**src/hw/rtl/lbts_ram.sv**
```systemverilog
// Generic single-port-write, single-port-read RAM with registered read data.
// No dependencies.
module lbts_ram #(
    parameter int Width = 8,
    parameter int Depth = 64
) (
    input  logic                     i_clk,
    input  logic                     i_we,
    input  logic [$clog2(Depth)-1:0] i_waddr,
    input  logic [Width-1:0]         i_wdata,
    input  logic [$clog2(Depth)-1:0] i_raddr,
    output logic [Width-1:0]         o_rdata
);
    logic [Width-1:0] r_mem [Depth];

    // write, then read registered
    always_ff @(posedge i_clk) begin
        if (i_we) begin
            r_mem[i_waddr] <= i_wdata;
        end
        o_rdata <= r_mem[i_raddr];
    end
endmodule

```
**config.mk**
```make
export PLATFORM = sky130hd
export DESIGN_NAME = lbts_ram
export DESIGN_NICKNAME = d
export VERILOG_FILES = /design/src/hw/rtl/lbts_ram.sv
export SDC_FILE = /design/constraint.sdc
export NUM_CORES = 1
export LEC_CHECK = 0
export BUFFER_PORTS_ARGS = -buffer_cell sky130_fd_sc_hd__buf_2
export CAP_MARGIN = 20
export CORE_MARGIN = 1
export CORE_UTILIZATION = 56
export CTS_CLUSTER_SIZE = 8
export DETAILED_ROUTE_END_ITERATION = 10
export PLACE_DENSITY = 0.71
export SLEW_MARGIN = 20
export SYNTH_ARGS = -nofsm -noshare
export SYNTH_HDL_FRONTEND = slang
export SYNTH_SLANG_ARGS = --single-unit
```
**constraint.sdc**
```tcl
create_clock -name i_clk -period 1.7 [get_ports i_clk]
set_input_delay 0.17 -clock i_clk [delete_from_list [all_inputs] [get_ports i_clk]]
set_output_delay 0.17 -clock i_clk [all_outputs]
set_load 0.01 [all_outputs]
```
==> impl_metrics.toml <==
[pwr]
irDropWorstVdd_mv = 0.972
powerDensity_nw_per_um2 = 1190
swShare_pct = 20.4
power_frac_comb_pct = 5.3
seqPwrFrac_pct = 49.6
cellLeakagePower_uw = 0.00795
p_clk_share_pct = 45.1
intPower_uw = 22900
p_sw_uw = 5880

[timing]
drv_slew = 0
finalHoldViolations = 0
rsz0062_at_grt = "yes"
min_period_over_period_pct = 111
relSlewSlack_pct = 50.4
timing.hold.ws_ns = 0.0330
fmax_mhz = 530
fin_crit_ns = 1.89
fin_skew_ns = 0.0176
setup_violations = 7
tns_ns = -0.796
setup_slack_ns = -0.187
worst_pin_slew_ns = 0.744

[routing]
drc = 0
via_per_inst = 6.41
drt-initial-drc-count = 1243
firstDrtPassIters = 5
routed_wl_mm = 47.2
wl_per_cell_um = 28.9
vias = 10500
postRouteAntennaNets = 0

[clock_network]
cts_made_buffers = 74
clkLatencyLatePin_ns = 0.57
cts_buffer_depth = 3
cts.clk_slew.worst_paths_ns = 0.05
cts_tree = "done"
cts-root-buf = "clkbuf_16"
cts_htree_levels = 3
clock_sinks = 520

[die]
die_width_um = 192
io-pin-count = 30
die_area_um2 = 36800
rows = 69
fp.coreArea_um2 = 35500
initial_utilization_pct = 56.8
die_y_um = 192

[synth]
ys_seq_area_share_pct = 77.0
syn_inst = 940
syn_avg_cell_area_um2 = 21.5
ys_types = 40
synth_top_area_share_pct = 76.2
synth.area.top_cells = "edfxtp_1 (76%), mux4_2 (14%), nor2_1 (1.5%), mux2i_1 (1.1%), dfxtp_1 (0.79%)"
synth_seq_cells = 520
netlist_area_um2 = 20200
synthFlopType = "edfxtp_1"
synth_edf_count = 512
ys_warn_count = 0
async_flop_share_pct = 0
synth_area_leader_cell = "edfxtp_1"
syn_nets = 962

[place]
port_buffers = 29
dp_hpwl_mm = 28.1
gp_congestion = 0.845

[cells_and_area]
mostFrequentLayoutCells = "edfxtp_1 (512), buf_4 (152), mux4_2 (126)"
multiInputGateArea_um2 = 4460
fill_cells = 2145
final_common_cell = "edfxtp_1"
area_growth_pct = 19.5
nets = 1175
drive_gt1_share_pct = 36.1
regArea_um2 = 15500

[critical_path]
r2r_slack_ns = -0.19
crit_type = "reg -> reg"
cp_max_fo = 1
crit_arrival_ns = 2.33
reg2reg_depth = 4
worstSetupEndpointType = "flip-flop"
critPathLaunchType = "flip-flop"
r2r-end = "o_rdata[0]"
r2r-start = "r_mem[44][0]"
required_ns = 2.14

[global_route]
antenna_found_initial = 3
overflow = 0
grt_max_degree = 65
grt_pass1_vias = 10600
grt_usage_pct = 27.0
grt_first_pass_wirelength_mm = 69.7

[hold_path]
min_to = "o_rdata[0]"
hold_depth = 3
min_path_type = "in -> reg"
min_from = "i_raddr[5]"

[job]
maxCapViolations = 0

[status]
violations = "setup timing"
status = "complete, but fails checks"
[stage by stage]
stage                     power [uW]  cells  utilization [%]  setup WS [ns]  instance area [um^2]
after global placement         16000   1541             61.9         -0.717                 22000
after floorplan                15300    940                -        -0.0185                 20200
after CTS                      28900   1633             67.8         -0.179                 24100
after global routing           29600   1632             67.9         -0.199                 24100
after detailed placement       16000   1541             61.9         -0.741                 22000
final                          28800   1633             67.9         -0.187                 24100
[area by class of cell]
type	count	share of cell area, %
multi-input cells	369	18.5
well taps	461	2.39
clock inverters	2	0.0727
clock buffers	92	8.23
flip-flops and latches	520	64.5
diodes	1	0.0104
repair buffers	188	6.33
[kinds of logic after synthesis]
group | count (synthesis) | share of synthesized area [%]
simple gates | 153 | 3.39
flops | 520 | 77.0
compound gates | 54 | 2.07
buf+inv | 51 | 1.57
mux | 162 | 15.9
[state kept, by name, summed over array words and instances, names as in the netlist]
| signal | flops |
|---|---|
| o_rdata | 8 |
| r_mem | 512 |
[worst max-delay path, stage by stage (launching register included)]
cell and delay (ns):
edfxtp_1 0.36, mux4_2 0.48, mux2_2 0.31, a221oi_2 0.48, o2bb2ai_1 0.14
[per-layer routing]
layer | routed length, um | vias up | share of wire, % | global-route usage, %
met5 | 24 | - | 0.051 | 0
met4 | 1420 | 4 | 3.0 | 10.1
met3 | 4120 | 96 | 8.7 | 5.87
met2 | 22700 | 543 | 48 | 41.5
met1 | 19000 | 5492 | 40 | 38.3
li1 | - | 4334 | - | -
[synth_stat cells (4+ instances only)]
library cell / number
nand2b_1: 7
mux2_2: 13
nand3_1: 13
a211oi_1: 4
edfxtp_1: 512
mux4_2: 126
nor2_1: 83
a221oi_1: 6
buf_1: 4
nand2_1: 19
buf_6: 4
mux2i_1: 23
o22ai_1: 8
dfxtp_1: 8
nor2b_1: 14
buf_4: 13
buf_2: 11
nor3_1: 7
o221ai_1: 8
clkbuf_1: 17
[worst max-delay path by stage]
stage | from | end | slack, ns | cells past startpoint
final | r_mem[44][0] | o_rdata[0] | -0.19 | 4
after global placement | i_raddr[0] | o_rdata[0] | -0.72 | 6
after floorplan | i_raddr[0] | o_rdata[7] | -0.02 | 7
after global routing | r_mem[4][0] | o_rdata[0] | -0.20 | 5
after CTS | r_mem[4][0] | o_rdata[0] | -0.18 | 5
after detailed placement | i_raddr[0] | o_rdata[0] | -0.74 | 6
[what timing repair did]
action,CTS,global route
endpoints found under the setup margin,8,8
hold buffers,0,0
setup buffers,0,0
pin swaps,3,0
gates resized for setup,22,8
[power groups by stage]
| stage | Combinational [uW] | Sequential (uW) | Clock (uW) |
|---|---|---|---|
| 2_1_floorplan | 769 | 14500 | 0 |
| 3_3_place_gp | 1440 | 14500 | 0 |
| 3_5_place_dp | 1460 | 14500 | 0 |
| 4_1_cts | 1510 | 14300 | 13100 |
| 5_1_grt | 1620 | 14300 | 13700 |
| 6_report | 1530 | 14300 | 13000 |
(Power assumes the default switching activity.)
